--- src/rtl/core/bisv_pkg.sv ---
package bisv_pkg;

    typedef enum logic [1:0] {
        MODE_BEGIN   = 2'd0,
        MODE_SECTION = 2'd1,
        MODE_FINISH  = 2'd2,
        MODE_NOP     = 2'd3
    } t_mode;

    typedef enum logic [3:0] {
        ERR_NONE         = 4'd0,
        ERR_BOUNDS       = 4'd1,
        ERR_COPY         = 4'd2,
        ERR_WINDOW       = 4'd3,
        ERR_OVERLAP      = 4'd4,
        ERR_FRAMEBUF     = 4'd5,
        ERR_HASH         = 4'd6,
        ERR_MAIN_ENTRY   = 4'd7,
        ERR_SECOND_ENTRY = 4'd8,
        ERR_TOO_MANY     = 4'd9
    } t_err;

    typedef enum logic [1:0] {
        CFG_FILE_LENGTH  = 2'd0,
        CFG_SCREEN_INIT  = 2'd1,
        CFG_MAIN_ENTRY   = 2'd2,
        CFG_SECOND_ENTRY = 2'd3
    } t_cfg_idx;

    typedef enum logic [2:0] {
        ST_IDLE,
        ST_PREP,
        ST_CHECK,
        ST_SCAN,
        ST_RESOLVE,
        ST_EMIT
    } t_state;

    localparam int          FILE_LEN_W     = 28;
    localparam int          HELD_W         = 3;
    localparam int          SECTOR_BITS    = 9;
    localparam logic [27:0] FILE_LEN_RESET = 28'd512;
    localparam logic [31:0] MIN_OFFSET     = 32'h0000_0200;
    localparam logic [31:0] COPY_KIND_MAX  = 32'd2;
    localparam logic [31:0] SECOND_MIN     = 32'h1800_0000;

    // load windows, end exclusive, 33 bits to hold address plus length
    localparam logic [32:0] WIN0_LO = 33'h0_0800_0000;
    localparam logic [32:0] WIN0_HI = 33'h0_0810_0000;
    localparam logic [32:0] WIN1_LO = 33'h0_1800_0000;
    localparam logic [32:0] WIN1_HI = 33'h0_1860_0000;
    localparam logic [32:0] WIN2_LO = 33'h0_1FF0_0000;
    localparam logic [32:0] WIN2_HI = 33'h0_1FFF_FC00;
    localparam logic [32:0] WIN3_LO = 33'h0_2000_0000;
    localparam logic [32:0] WIN3_HI = 33'h0_2800_0000;

    localparam logic [32:0] FB_LEN   = 33'h0_0007_E900;
    localparam logic [32:0] FB0_BASE = 33'h0_1830_0000;
    localparam logic [32:0] FB1_BASE = 33'h0_1840_0000;
    localparam logic [32:0] FB0_END  = FB0_BASE + FB_LEN;
    localparam logic [32:0] FB1_END  = FB1_BASE + FB_LEN;

    localparam logic [32:0] ENTRY_W_THUMB = 33'd2;
    localparam logic [32:0] ENTRY_W_WORD  = 33'd4;

    typedef struct packed {
        logic [1:0]  mode;
        logic [31:0] sec_offset;
        logic [31:0] sec_dest;
        logic [31:0] sec_length;
        logic [31:0] copy_kind;
        logic        digest_ok;
    } t_in_item;

    typedef struct packed {
        logic        accepted;
        logic [3:0]  error_code;
        logic [2:0]  held_count;
    } t_out_item;

    typedef struct packed {
        logic capture;
        logic calc;
        logic clear_img;
        logic count_header;
        logic set_too_many;
        logic check;
        logic scan;
        logic resolve;
        logic emit;
    } t_cmd;

    typedef struct packed {
        t_mode mode;
        logic  err_present;
        logic  headers_full;
        logic  len_zero;
        logic  count_zero;
        logic  scan_last;
        logic  out_free;
    } t_status;

endpackage

--- src/rtl/core/bisv_if.sv ---
interface bisv_in_if;
    import bisv_pkg::*;
    logic     valid;
    logic     ready;
    t_in_item data;
    modport source (output valid, output data, input ready);
    modport sink (input valid, input data, output ready);
endinterface

interface bisv_out_if;
    import bisv_pkg::*;
    logic      valid;
    logic      ready;
    t_out_item data;
    modport source (output valid, output data, input ready);
    modport sink (input valid, input data, output ready);
endinterface

interface bisv_cfg_if;
    import bisv_pkg::*;
    logic        valid;
    logic        ready;
    t_cfg_idx    index;
    logic [31:0] value;
    modport source (output valid, output index, output value, input ready);
    modport sink (input valid, input index, input value, output ready);
endinterface

--- src/rtl/core/bisv_ctrl.sv ---
module bisv_ctrl (
    input  logic              i_clk,
    input  logic              i_rst_n,
    input  logic              i_in_valid,
    output logic              o_in_ready,
    input  bisv_pkg::t_status i_status,
    output bisv_pkg::t_cmd    o_cmd
);
    import bisv_pkg::*;

    t_state r_state;
    t_state n_state;

    always_ff @(posedge i_clk) begin
        if (!i_rst_n) begin
            r_state <= ST_IDLE;
        end else begin
            r_state <= n_state;
        end
    end

    always_comb begin
        n_state    = r_state;
        o_cmd      = '0;
        o_in_ready = 1'b0;
        unique case (r_state)
            ST_IDLE: begin
                o_in_ready = 1'b1;
                if (i_in_valid) begin
                    o_cmd.capture = 1'b1;
                    n_state       = ST_PREP;
                end
            end
            ST_PREP: begin
                o_cmd.calc = 1'b1;
                unique case (i_status.mode)
                    MODE_BEGIN: begin
                        o_cmd.clear_img = 1'b1;
                        n_state         = ST_EMIT;
                    end
                    MODE_SECTION: begin
                        if (i_status.err_present) begin
                            n_state = ST_EMIT;
                        end else if (i_status.headers_full) begin
                            o_cmd.set_too_many = 1'b1;
                            n_state            = ST_EMIT;
                        end else begin
                            // empty slot counts as a header but is not checked
                            o_cmd.count_header = 1'b1;
                            n_state = i_status.len_zero ? ST_EMIT : ST_CHECK;
                        end
                    end
                    MODE_FINISH: begin
                        if (i_status.err_present) begin
                            n_state = ST_EMIT;
                        end else begin
                            n_state = i_status.count_zero ? ST_RESOLVE : ST_SCAN;
                        end
                    end
                    MODE_NOP: begin
                        n_state = ST_EMIT;
                    end
                    default: begin
                        n_state = ST_EMIT;
                    end
                endcase
            end
            ST_CHECK: begin
                o_cmd.check = 1'b1;
                n_state     = i_status.count_zero ? ST_RESOLVE : ST_SCAN;
            end
            ST_SCAN: begin
                o_cmd.scan = 1'b1;
                if (i_status.scan_last) begin
                    n_state = ST_RESOLVE;
                end
            end
            ST_RESOLVE: begin
                o_cmd.resolve = 1'b1;
                n_state       = ST_EMIT;
            end
            ST_EMIT: begin
                if (i_status.out_free) begin
                    o_cmd.emit = 1'b1;
                    n_state    = ST_IDLE;
                end
            end
            default: begin
                n_state = ST_IDLE;
            end
        endcase
    end

endmodule

--- src/rtl/core/bisv_dp.sv ---
module bisv_dp #(
    parameter int MAX_SECTIONS = 4
) (
    input  logic                i_clk,
    input  logic                i_rst_n,
    input  bisv_pkg::t_cmd      i_cmd,
    output bisv_pkg::t_status   o_status,
    input  bisv_pkg::t_in_item  i_item,
    input  logic                i_cfg_valid,
    input  bisv_pkg::t_cfg_idx  i_cfg_index,
    input  logic [31:0]         i_cfg_value,
    output logic                o_out_valid,
    input  logic                i_out_ready,
    output bisv_pkg::t_out_item o_out_item
);
    import bisv_pkg::*;

    localparam int CNT_W = $clog2(MAX_SECTIONS + 1);
    localparam int CW1   = CNT_W + 1;
    localparam int IDX_W = (MAX_SECTIONS > 1) ? $clog2(MAX_SECTIONS) : 1;

    function automatic logic within_win(logic [31:0] a, logic [32:0] a_end,
                                        logic [32:0] lo, logic [32:0] hi);
        return ({1'b0, a} >= lo) && (a_end <= hi);
    endfunction

    function automatic logic collide(logic [31:0] a, logic [32:0] a_end,
                                     logic [32:0] b, logic [32:0] b_end);
        return ({1'b0, a} < b_end) && (b < a_end);
    endfunction

    // configuration
    logic [FILE_LEN_W-1:0] r_file_length;
    logic                  r_screen_init;
    logic [31:0]           r_main_entry;
    logic [31:0]           r_second_entry;

    // captured item and derived ends
    t_mode       r_mode;
    logic [31:0] r_off;
    logic [31:0] r_dest;
    logic [31:0] r_len;
    logic [31:0] r_kind;
    logic        r_dig;
    logic [32:0] r_off_end;
    logic [32:0] r_dest_end;
    logic [31:0] r_main_addr;
    logic [32:0] r_main_end;
    logic [31:0] r_sec_addr;
    logic [32:0] r_sec_end;

    t_err        r_pre;
    logic        r_fb;
    logic        r_overlap;
    logic        r_main_found;
    logic        r_sec_found;
    logic [IDX_W-1:0] r_idx;

    logic [CNT_W-1:0] r_count;
    logic [CNT_W-1:0] r_headers;
    t_err             r_err;
    logic             r_out_valid;
    t_out_item        r_out;

    logic [31:0] r_st_dest [MAX_SECTIONS];
    logic [31:0] r_st_len  [MAX_SECTIONS];
    logic [31:0] r_st_off  [MAX_SECTIONS];

    logic        bounds_bad;
    logic        copy_bad;
    logic        win_ok;
    logic        fb_hit;
    t_err        pre_code;
    logic [31:0] s_dest;
    logic [31:0] s_len;
    logic [31:0] s_off;
    logic [32:0] s_dest_end;
    logic [32:0] s_off_end;
    logic        scan_hit;
    logic        main_in;
    logic        sec_in;
    logic        main_mis;
    logic        sec_mis;
    t_err        sec_code;
    t_err        fin_code;
    t_err        res_code;
    logic        store_en;

    always_ff @(posedge i_clk) begin
        if (!i_rst_n) begin
            r_file_length  <= FILE_LEN_RESET;
            r_screen_init  <= 1'b0;
            r_main_entry   <= '0;
            r_second_entry <= '0;
        end else if (i_cfg_valid) begin
            unique case (i_cfg_index)
                CFG_FILE_LENGTH:  r_file_length  <= i_cfg_value[FILE_LEN_W-1:0];
                CFG_SCREEN_INIT:  r_screen_init  <= i_cfg_value[0];
                CFG_MAIN_ENTRY:   r_main_entry   <= i_cfg_value;
                CFG_SECOND_ENTRY: r_second_entry <= i_cfg_value;
                default: ;
            endcase
        end
    end

    // check logic on the captured item
    always_comb begin
        bounds_bad = (r_off < MIN_OFFSET) || (|r_off[SECTOR_BITS-1:0])
                     || (|r_len[SECTOR_BITS-1:0]) || (|r_dest[1:0])
                     || (r_off_end > {5'b0, r_file_length});
        copy_bad   = r_kind > COPY_KIND_MAX;
        win_ok     = within_win(r_dest, r_dest_end, WIN0_LO, WIN0_HI)
                     || within_win(r_dest, r_dest_end, WIN1_LO, WIN1_HI)
                     || within_win(r_dest, r_dest_end, WIN2_LO, WIN2_HI)
                     || within_win(r_dest, r_dest_end, WIN3_LO, WIN3_HI);
        fb_hit     = r_screen_init
                     && (collide(r_dest, r_dest_end, FB0_BASE, FB0_END)
                         || collide(r_dest, r_dest_end, FB1_BASE, FB1_END));
        if (bounds_bad) begin
            pre_code = ERR_BOUNDS;
        end else if (copy_bad) begin
            pre_code = ERR_COPY;
        end else if (!win_ok) begin
            pre_code = ERR_WINDOW;
        end else begin
            pre_code = ERR_NONE;
        end
    end

    // one stored section per cycle
    always_comb begin
        s_dest     = r_st_dest[r_idx];
        s_len      = r_st_len[r_idx];
        s_off      = r_st_off[r_idx];
        s_dest_end = {1'b0, s_dest} + {1'b0, s_len};
        s_off_end  = {1'b0, s_off} + {1'b0, s_len};
        scan_hit   = collide(r_dest, r_dest_end, {1'b0, s_dest}, s_dest_end)
                     || collide(r_off, r_off_end, {1'b0, s_off}, s_off_end);
        main_in    = within_win(r_main_addr, r_main_end, {1'b0, s_dest}, s_dest_end);
        sec_in     = within_win(r_sec_addr, r_sec_end, {1'b0, s_dest}, s_dest_end);
    end

    always_comb begin
        // word entry needs bit 1 clear, thumb entry is always aligned
        main_mis = !r_main_entry[0] && r_main_entry[1];
        sec_mis  = !r_second_entry[0] && r_second_entry[1];
        if (r_pre != ERR_NONE) begin
            sec_code = r_pre;
        end else if (r_overlap) begin
            sec_code = ERR_OVERLAP;
        end else if (r_fb) begin
            sec_code = ERR_FRAMEBUF;
        end else if (!r_dig) begin
            sec_code = ERR_HASH;
        end else begin
            sec_code = ERR_NONE;
        end
        if ((r_main_entry == '0) || main_mis || !r_main_found) begin
            fin_code = ERR_MAIN_ENTRY;
        end else if ((r_second_entry != '0)
                     && (sec_mis || (r_sec_addr < SECOND_MIN) || !r_sec_found)) begin
            fin_code = ERR_SECOND_ENTRY;
        end else begin
            fin_code = ERR_NONE;
        end
        res_code = (r_mode == MODE_FINISH) ? fin_code : sec_code;
        store_en = i_cmd.resolve && (r_mode == MODE_SECTION) && (sec_code == ERR_NONE)
                   && (r_count < CNT_W'(MAX_SECTIONS));
    end

    always_ff @(posedge i_clk) begin
        if (i_cmd.capture) begin
            r_mode <= t_mode'(i_item.mode);
            r_off  <= i_item.sec_offset;
            r_dest <= i_item.sec_dest;
            r_len  <= i_item.sec_length;
            r_kind <= i_item.copy_kind;
            r_dig  <= i_item.digest_ok;
        end
        if (i_cmd.calc) begin
            r_off_end    <= {1'b0, r_off} + {1'b0, r_len};
            r_dest_end   <= {1'b0, r_dest} + {1'b0, r_len};
            r_main_addr  <= {r_main_entry[31:1], 1'b0};
            r_main_end   <= {1'b0, r_main_entry[31:1], 1'b0}
                            + (r_main_entry[0] ? ENTRY_W_THUMB : ENTRY_W_WORD);
            r_sec_addr   <= {r_second_entry[31:1], 1'b0};
            r_sec_end    <= {1'b0, r_second_entry[31:1], 1'b0}
                            + (r_second_entry[0] ? ENTRY_W_THUMB : ENTRY_W_WORD);
            r_idx        <= '0;
            r_overlap    <= 1'b0;
            r_main_found <= 1'b0;
            r_sec_found  <= 1'b0;
        end
        if (i_cmd.check) begin
            r_pre <= pre_code;
            r_fb  <= fb_hit;
        end
        if (i_cmd.scan) begin
            r_idx        <= r_idx + IDX_W'(1);
            r_overlap    <= r_overlap | scan_hit;
            r_main_found <= r_main_found | main_in;
            r_sec_found  <= r_sec_found | sec_in;
        end
        if (store_en) begin
            r_st_dest[r_count[IDX_W-1:0]] <= r_dest;
            r_st_len[r_count[IDX_W-1:0]]  <= r_len;
            r_st_off[r_count[IDX_W-1:0]]  <= r_off;
        end
        if (i_cmd.emit) begin
            r_out.accepted   <= (r_err == ERR_NONE);
            r_out.error_code <= r_err;
            r_out.held_count <= HELD_W'(r_count);
        end
    end

    always_ff @(posedge i_clk) begin
        if (!i_rst_n) begin
            r_count     <= '0;
            r_headers   <= '0;
            r_err       <= ERR_NONE;
            r_out_valid <= 1'b0;
        end else begin
            if (i_cmd.clear_img) begin
                r_count   <= '0;
                r_headers <= '0;
                r_err     <= ERR_NONE;
            end
            if (i_cmd.count_header) begin
                r_headers <= r_headers + CNT_W'(1);
            end
            if (i_cmd.set_too_many) begin
                r_err <= ERR_TOO_MANY;
            end
            if (i_cmd.resolve) begin
                r_err <= res_code;
            end
            if (store_en) begin
                r_count <= r_count + CNT_W'(1);
            end
            if (i_cmd.emit) begin
                r_out_valid <= 1'b1;
            end else if (i_out_ready) begin
                r_out_valid <= 1'b0;
            end
        end
    end

    always_comb begin
        o_status.mode         = r_mode;
        o_status.err_present  = (r_err != ERR_NONE);
        o_status.headers_full = (r_headers >= CNT_W'(MAX_SECTIONS));
        o_status.len_zero     = (r_len == '0);
        o_status.count_zero   = (r_count == '0);
        o_status.scan_last    = ((CW1'(r_idx) + CW1'(1)) == CW1'(r_count));
        o_status.out_free     = !r_out_valid || i_out_ready;
    end

    assign o_out_valid = r_out_valid;
    assign o_out_item  = r_out;

endmodule

--- src/rtl/core/boot_image_section_validator.sv ---
// channel   dir  handshake     payload
// i_sec     in   valid/ready   mode, sec_offset, sec_dest, sec_length, copy_kind, digest_ok
// o_res     out  valid/ready   accepted, error_code, held_count
// i_cfg     in   valid/ready   index, value (ready always high)
//
// a checked section item passes prep, check, a scan of the stored sections (skipped while
// none are held), resolve and emit, which registers the result; the scan walks the section
// store one entry a cycle. a finish item skips check; begin, unused-mode and early-out items
// go from prep straight to emit. input ready is high again once the result is registered.
// reset is synchronous and clears control state, counts, error and configuration; the
// store is not cleared, only entries below the held count are read.
// a waiting result sits in the output register while the next item is taken and worked;
// the following result then holds input ready low until that register frees.
module boot_image_section_validator #(
    parameter int MAX_SECTIONS = 4
) (
    input  logic      i_clk,
    input  logic      i_rst_n,
    bisv_in_if.sink   i_sec,
    bisv_out_if.source o_res,
    bisv_cfg_if.sink  i_cfg
);
    import bisv_pkg::*;

    t_cmd    cmd;
    t_status status;

    bisv_ctrl u_ctrl (
        .i_clk      (i_clk),
        .i_rst_n    (i_rst_n),
        .i_in_valid (i_sec.valid),
        .o_in_ready (i_sec.ready),
        .i_status   (status),
        .o_cmd      (cmd)
    );

    bisv_dp #(
        .MAX_SECTIONS (MAX_SECTIONS)
    ) u_dp (
        .i_clk       (i_clk),
        .i_rst_n     (i_rst_n),
        .i_cmd       (cmd),
        .o_status    (status),
        .i_item      (i_sec.data),
        .i_cfg_valid (i_cfg.valid),
        .i_cfg_index (i_cfg.index),
        .i_cfg_value (i_cfg.value),
        .o_out_valid (o_res.valid),
        .i_out_ready (o_res.ready),
        .o_out_item  (o_res.data)
    );

    assign i_cfg.ready = 1'b1;

endmodule

--- src/flat_wrapper.sv ---
// flat-port wrapper written by rule: the top's interface ports become plain ports
module boot_image_section_validator_flat import bisv_pkg::*;
#(
    parameter int MAX_SECTIONS = 4
)
  (i_clk, i_rst_n, i_sec_valid, i_sec_data, i_sec_ready, o_res_valid, o_res_data, o_res_ready, i_cfg_valid, i_cfg_index, i_cfg_value, i_cfg_ready);
  bisv_in_if i_sec_i ();
  bisv_out_if o_res_i ();
  bisv_cfg_if i_cfg_i ();
  input  logic i_clk;
  input  logic i_rst_n;
  input wire logic [$bits(i_sec_i.valid)-1:0] i_sec_valid;
  input wire logic [$bits(i_sec_i.data)-1:0] i_sec_data;
  output wire logic [$bits(i_sec_i.ready)-1:0] i_sec_ready;
  output wire logic [$bits(o_res_i.valid)-1:0] o_res_valid;
  output wire logic [$bits(o_res_i.data)-1:0] o_res_data;
  input wire logic [$bits(o_res_i.ready)-1:0] o_res_ready;
  input wire logic [$bits(i_cfg_i.valid)-1:0] i_cfg_valid;
  input wire logic [$bits(i_cfg_i.index)-1:0] i_cfg_index;
  input wire logic [$bits(i_cfg_i.value)-1:0] i_cfg_value;
  output wire logic [$bits(i_cfg_i.ready)-1:0] i_cfg_ready;
  assign i_sec_i.valid = i_sec_valid;
  assign i_sec_i.data = i_sec_data;
  assign i_sec_ready = i_sec_i.ready;
  assign o_res_valid = o_res_i.valid;
  assign o_res_data = o_res_i.data;
  assign o_res_i.ready = o_res_ready;
  assign i_cfg_i.valid = i_cfg_valid;
  assign i_cfg_i.index = i_cfg_index;
  assign i_cfg_i.value = i_cfg_value;
  assign i_cfg_ready = i_cfg_i.ready;
  boot_image_section_validator #(.MAX_SECTIONS(MAX_SECTIONS)) u_core (.i_clk(i_clk), .i_rst_n(i_rst_n), .i_sec(i_sec_i), .o_res(o_res_i), .i_cfg(i_cfg_i));
endmodule
--- config.mk ---
export PLATFORM = sky130hd
export DESIGN_NAME = boot_image_section_validator_flat
export DESIGN_NICKNAME = d
export VERILOG_FILES = /design/src/rtl/core/bisv_pkg.sv /design/src/rtl/core/bisv_if.sv /design/src/rtl/core/bisv_ctrl.sv /design/src/rtl/core/bisv_dp.sv /design/src/rtl/core/boot_image_section_validator.sv /design/src/flat_wrapper.sv
export SDC_FILE = /design/constraint.sdc
export NUM_CORES = 2
export LEC_CHECK = 0
export BUFFER_PORTS_ARGS = -buffer_cell sky130_fd_sc_hd__buf_2
export CAP_MARGIN = 20
export CORE_ASPECT_RATIO = 0.9
export CORE_MARGIN = 2
export CORE_UTILIZATION = 40
export CTS_BUF_LIST = sky130_fd_sc_hd__clkbuf_8
export CTS_CLUSTER_SIZE = 30
export DETAILED_ROUTE_END_ITERATION = 16
export HOLD_SLACK_MARGIN = 0.08
export REMOVE_ABC_BUFFERS = 1
export SYNTH_ARGS = -nofsm -noshare
export SYNTH_HDL_FRONTEND = slang
export SYNTH_SLANG_ARGS = --single-unit
--- constraint.sdc ---
create_clock -name i_clk -period 13.8 [get_ports i_clk]
set_input_delay 2.07 -clock i_clk [delete_from_list [all_inputs] [get_ports i_clk]]
set_output_delay 2.07 -clock i_clk [all_outputs]
set_load 0.01 [all_outputs]
==> Yosys cells after proc, flatten, opt, wreduce, memory -nomap -nowiden <==
Memory sizes are Yosys's and may differ from the RTL's. A register that Yosys moved wholly into a read port is not among the register bits.
Index checks and enable logic that the tools add are counted.
{ "classes": {"n_eq_ne": 15, "n_lt_le_gt_ge": 26, "n_reduce_logical": 62, "mux": 54, "add_sub_neg": 10, "bitwise": 3} }
{ "ops": {"columns": ["cell", "n"], "rows": [
  ["32-bit by 32-bit adder with 33-bit output", 4],
  ["32-bit by 33-bit less-than comparator with 1-bit output", 4],
  ["32-bit by 29-bit less-than comparator with 1-bit output (second input constant)", 3],
  ["32-bit by 3-bit adder with 33-bit output", 2],
  ["33-bit by 29-bit <= comparator with 1-bit output (second input constant)", 2],
  ["33-bit <= comparator", 2],
  ["29-bit by 33-bit less-than comparator with 1-bit output (first input constant)", 2],
  ["32-bit by 29-bit greater-or-equal comparator with 1-bit output (second input constant)", 2],
  ["32-bit greater-or-equal comparator", 2],
  ["32-bit logical NOT", 2],
  ["3-bit 2-to-1 mux", 16],
  ["33-bit by 28-bit greater-than comparator with 1-bit output", 1],
  ["33-bit by 28-bit <= comparator with 1-bit output (second input constant)", 1],
  ["33-bit by 30-bit <= comparator with 1-bit output (second input constant)", 1],
  ["32-bit by 28-bit greater-or-equal comparator with 1-bit output (second input constant)", 1],
  ["32-bit by 30-bit greater-or-equal comparator with 1-bit output (second input constant)", 1],
  ["32-bit by 2-bit greater-than comparator with 1-bit output (second input constant)", 1],
  ["32-bit by 10-bit less-than comparator with 1-bit output (second input constant)", 1],
  ["4-bit 2-to-1 mux", 8],
  ["32-bit nonzero test", 1],
  ["1-bit 2-to-1 mux", 19],
  ["2-bit 2-to-1 mux", 9],
  ["3-bit case mux with 6 select lines", 1],
  ["9-bit OR reduction", 2],
  ["27 further kinds", 82]
]} }
{ "word_totals": {"memories": 3, "in_bits": 170, "elab_cells": 204, "mem_bits_rw": 384, "output_inout_bits": 11, "reg_bits": 450} }
{ "mem_list": {"columns": ["memory", "depth", "word_bits", "rd", "rd_clocked_by_memory_dff", "wr", "line", "rtl"], "rows": [
  ["u_core.u_dp.r_st_dest", 4, 32, 1, 1, 1, "bisv_dp.sv:65", "logic [31:0] r_st_dest [MAX_SECTIONS];"],
  ["u_core.u_dp.r_st_len", 4, 32, 1, 1, 1, "bisv_dp.sv:66", "logic [31:0] r_st_len [MAX_SECTIONS];"],
  ["u_core.u_dp.r_st_off", 4, 32, 1, 1, 1, "bisv_dp.sv:67", "logic [31:0] r_st_off [MAX_SECTIONS];"]
]} }

==> Longest topological paths before layout <==
{ "depth": {"word_depth": 9, "depth_mapped": 27, "ltp_nobuf": 24} }

==> Modules after synthesis <==
Synthesis repeated with hierarchy kept, for this count alone.
{ "unflattened": {"cells_unflattened": 3294, "hier_area_um2": 42629.6} }
{ "by_module_without_submodules": {"columns": ["mod", "n_inst", "seq_area_each_um2", "area_each_um2", "cells_each"], "rows": [
  ["bisv_dp", 1, 23832.9, 42214.2, 3238],
  ["bisv_ctrl", 1, 60.1, 404.1, 54],
  ["boot_image_section_validator", 1, 0.0, 11.3, 2]
]} }

==> Least setup slack after synthesis <==
OpenSTA, ideal clock, no wires.
{ "synth_timing": {"path_type": "register to register", "from": "reg u_core.u_ctrl.r_state[2]", "to": "reg u_core.u_dp.r_headers[2]", "t_arrival_ns": 10.521, "slack_ns": 3.151, "path_stages_with_launch": 7, "period_less_slack_ns": 10.649, "cell_sequence": "dfxtp_1 clkbuf_1 nand2b_1 nor2_1 nand2_1 a22oi_1 nor2_1"} }
{ "synth_between": {"elab_chain_len": 3, "word_cells_on_any_way": 4, "cone_classes": "eq/ne (1); mux (2); reduce/logical (1)"} }
{ "synth_rtl": {"columns": ["element", "line", "rtl"], "rows": [
  ["start, declared", "bisv_ctrl.sv:11", "t_state r_state;"],
  ["start signal, assigned", "bisv_ctrl.sv:18", "r_state <= n_state;"],
  ["3-bit by 1-bit == test with 1-bit output *", "bisv_ctrl.sv:26", "unique case (r_state)"],
  ["4-bit 2-to-1 mux *", "bisv_ctrl.sv:26", null],
  ["3-bit 2-to-1 mux or 2-bit nonzero test (tied branches)", null, null],
  ["end signal, assigned", "bisv_dp.sv:229", "r_headers <= r_headers + CNT_W'(1);"],
  ["end, declared", "bisv_dp.sv:60", "logic [CNT_W-1:0] r_headers;"]
]} }
Every way passes the cells marked *; elsewhere a longest branch is shown, timed or not.
A chain may end at the register's enable or synchronous reset.

==> results.sh <==
export IMPL_status="completed"
export IMPL_power_leakage_nw=18.5
export IMPL_hold_buffers=0
export IMPL_p_comb_share_pct=29.3
export IMPL_dp_hpwl_mm=85.4
export IMPL_async_reset_ff_share_pct=0
export IMPL_ant_nets=0
export IMPL_synth_edf_count=723
export IMPL_antenna_found_initial=1
export IMPL_crit_top_cell="a21oi_1"
export IMPL_period_needed_ns=7.71
export IMPL_gr_total_overflow=0
export IMPL_final_common_cell="edfxtp_1"
export IMPL_hold_violations=0
export IMPL_synthFlopType="edfxtp_1"
export IMPL_p_switching_w=0.00257
export IMPL_period_share_pct=55.9
export IMPL_grt_pass1_vias=28000
export IMPL_start_kind="register"
export IMPL_clk_pin_slew_worst_paths_ns=0.06
export IMPL_ir_worst_vdd_v=0.0000993
export IMPL_post_cts_setup_buffers=0
export IMPL_worst_pin_slew_ns=1.07
export IMPL_grt_max_degree=81
export IMPL_die_h_um=313
export IMPL_slowest_delay_ns=0.72
export IMPL_cts_resized_gates=0
export IMPL_io_pins=181
export IMPL_critPathRequiredTime_ns=14.46
export IMPL_skew_ns=0.0379
export IMPL_cap_violations=0
export IMPL_cts_buffer_depth=3
export IMPL_post_drt_wl_per_cell_um=22.6
export IMPL_synth_seq_cells=832
export IMPL_port_buffer_count=179
export IMPL_cts_buffers_inserted=143
export IMPL_fmaxAchievable_mhz=130
export IMPL_area_growth_synth_to_final_pct=12.8
export IMPL_slew_headroom_pct=28.6
export IMPL_clkPwrFrac_pct=29.3
export IMPL_placeableCoreArea_sq_mm=0.105
export IMPL_drc=0
export IMPL_nNetsFinal=4216
export IMPL_cts_max_level=4
export IMPL_drive_gt1_share_pct=14.2
export IMPL_grt_busiest_layer="met2"
export IMPL_clkSinkCount=832
export IMPL_fin_setup_tns_ns=0
export IMPL_drt_total_wl_mm=116
export IMPL_swShare_pct=33.4
export IMPL_met3_usage_pct=3.21
export IMPL_syn_area_sq_mm=0.0425
export IMPL_crit_arrival_ns=8.37
export IMPL_die_area_sq_mm=0.109
export IMPL_die_w_um=348
export IMPL_final_cell_mix="723 x edfxtp_1, 419 x ha_1, 309 x nand2_1"
export IMPL_drt_initial_drc_count=2243
export IMPL_track_usage_pct=21.1
export IMPL_synthDistinctLibCells=81
export IMPL_end_kind="register"
export IMPL_start_util_pct=40.3
export IMPL_gp_congestion=0.927
export IMPL_pwr_share_seq_pct=41.3
export IMPL_insertion_delay_ns=0.83
export IMPL_worstSetupPathType="register to register"
export IMPL_met1_usage_pct=30.3
export IMPL_via_per_inst=5.52
export IMPL_p_int_w=0.00512
export IMPL_drv_slew=0
export IMPL_power_density_mw_per_mm2=160
export IMPL_final_core_util_pct=45.5
export IMPL_vias=28300
export IMPL_std_cell_rows=113
export IMPL_synth_avg_cell_area_sq_um=12.7
export IMPL_cp_slowest_cell="a2111oi_0"
export IMPL_root_buffer="clkbuf_8"
export IMPL_grt_pass1_wl_mm=172
export IMPL_first_pass_iters=6
export IMPL_synth_seq_area_share_pct=56.2
export IMPL_yosysWarnings=0
export IMPL_path_max_fanout=32
export IMPL_min_path_type="register to register"
export IMPL_cts_tree="yes"
export IMPL_grt_setup_unrepaired="no"
export IMPL_synth_cells=3344
export IMPL_setup_violations=0
export IMPL_grt_util_met2_pct=32.5
==> power by group through the flow <==
| stage | clock, W | combinational (W) | sequential, W |
|---|---|---|---|
| after global routing | 0.00243 | 0.00254 | 0.00320 |
| final | 0.00226 | 0.00226 | 0.00318 |
| after global placement | 0 | 0.00221 | 0.00323 |
| after CTS | 0.00232 | 0.00225 | 0.00318 |
| after detailed placement | 0 | 0.00223 | 0.00323 |
| after floorplan | 0 | 0.00163 | 0.00317 |
==> critical path: cells and delay by family (launching register included) <==
kind | cells | cell delay, ns
flops | 1 | 0.67
xor+xnor | 1 | 0.38
simple gates | 4 | 0.36
buf+inv | 2 | 1.17
fa+ha+maj | 3 | 1.02
mux | 1 | 0.65
compound gates | 14 | 3.22
==> cells by family after synthesis <==
kind of cell | share of synthesized area [%]
fa+ha+maj | 12.7
other cells | 0.00882
buf+inv | 2.24
flops | 56.2
mux | 5.11
xor+xnor | 3.48
compound gates | 10.3
simple gates | 10.0
==> per-layer routing <==
layer / wire, um / vias to the layer above
met3: 6510 / 161
li1: - / 13300
met5: 0 / -
met1: 53500 / 13900
met2: 51700 / 895
met4: 3800 / 0
==> synthesized netlist by cell type, drive strengths merged, types with 28 or more instances <==
| cell type | instances | area, sq um |
|---|---|---|
| nor4 | 49 | 307 |
| clkbuf | 53 | 199 |
| ha | 419 | 5240 |
| mux4 | 96 | 2160 |
| dfxtp | 109 | 2180 |
| nand2 | 309 | 1160 |
| nand3 | 62 | 310 |
| edfxtp | 723 | 21700 |
| xnor2 | 109 | 955 |
| nand4 | 79 | 494 |
| a21oi | 282 | 1410 |
| inv | 183 | 687 |
| xor2 | 60 | 526 |
| nor3 | 41 | 210 |
| and3 | 28 | 181 |
| a21o | 138 | 1040 |
| o21ai | 113 | 569 |
| nor2b | 32 | 200 |
| nand2b | 42 | 263 |
| nor2 | 142 | 533 |
| o21a | 33 | 248 |
==> sequential cells by signal, indices dropped and copies added (netlist names), 33 cells and up, named ones only <==
signal	cells
u_core.u_dp.r_st_len	128
u_core.u_dp.r_st_off	128
u_core.u_dp.r_dest_end	33
u_core.u_dp.r_st_dest	128
u_core.u_dp.r_off_end	33
==> final cells by class <==
type / instances / area, sq um
Fill cell: 9607 / 57500
Sequential cell: 832 / 23900
Multi-Input combinational cell: 2264 / 17700
Clock buffer: 152 / 2090
Tap cell: 1380 / 1730
Timing Repair Buffer: 197 / 1030
Clock inverter: 113 / 802
Inverter: 183 / 688
Antenna cell: 1 / 2.50
==> final timing paths <==
| kind | slack, ns | cells after the start | startpoint | end |
|---|---|---|---|---|
| worst max-delay path | 6.09 | 25 | register | u_core.u_dp.r_sec_found$_SDFFCE_PN0N_ |
| worst min-delay path | 0.46 | 2 | u_core.u_dp.r_file_length[14]$_SDFFE_PN0P_ | u_core.u_dp.r_file_length[14]$_SDFFE_PN0P_ |
| worst max register to register | 6.09 | 25 | register | u_core.u_dp.r_sec_found$_SDFFCE_PN0N_ |
| worst min register to register | 0.46 | 2 | u_core.u_dp.r_file_length[14]$_SDFFE_PN0P_ | u_core.u_dp.r_file_length[14]$_SDFFE_PN0P_ |
==> stage by stage <==
step	cells	hold slack [ns]	instance area (sq um)	setup slack [ns]	power [W]
floorplan	3279	0.430	42300	3.15	0.00480
global placement	4856	0.444	45100	6.00	0.00544
detailed placement	4856	0.452	45100	6.05	0.00546
CTS	5121	0.461	47900	6.04	0.00775
global route	5122	0.476	47900	5.51	0.00816
finish	5122	0.460	47900	6.09	0.00769
No activity file was read; power rests on OpenSTA's default activity.
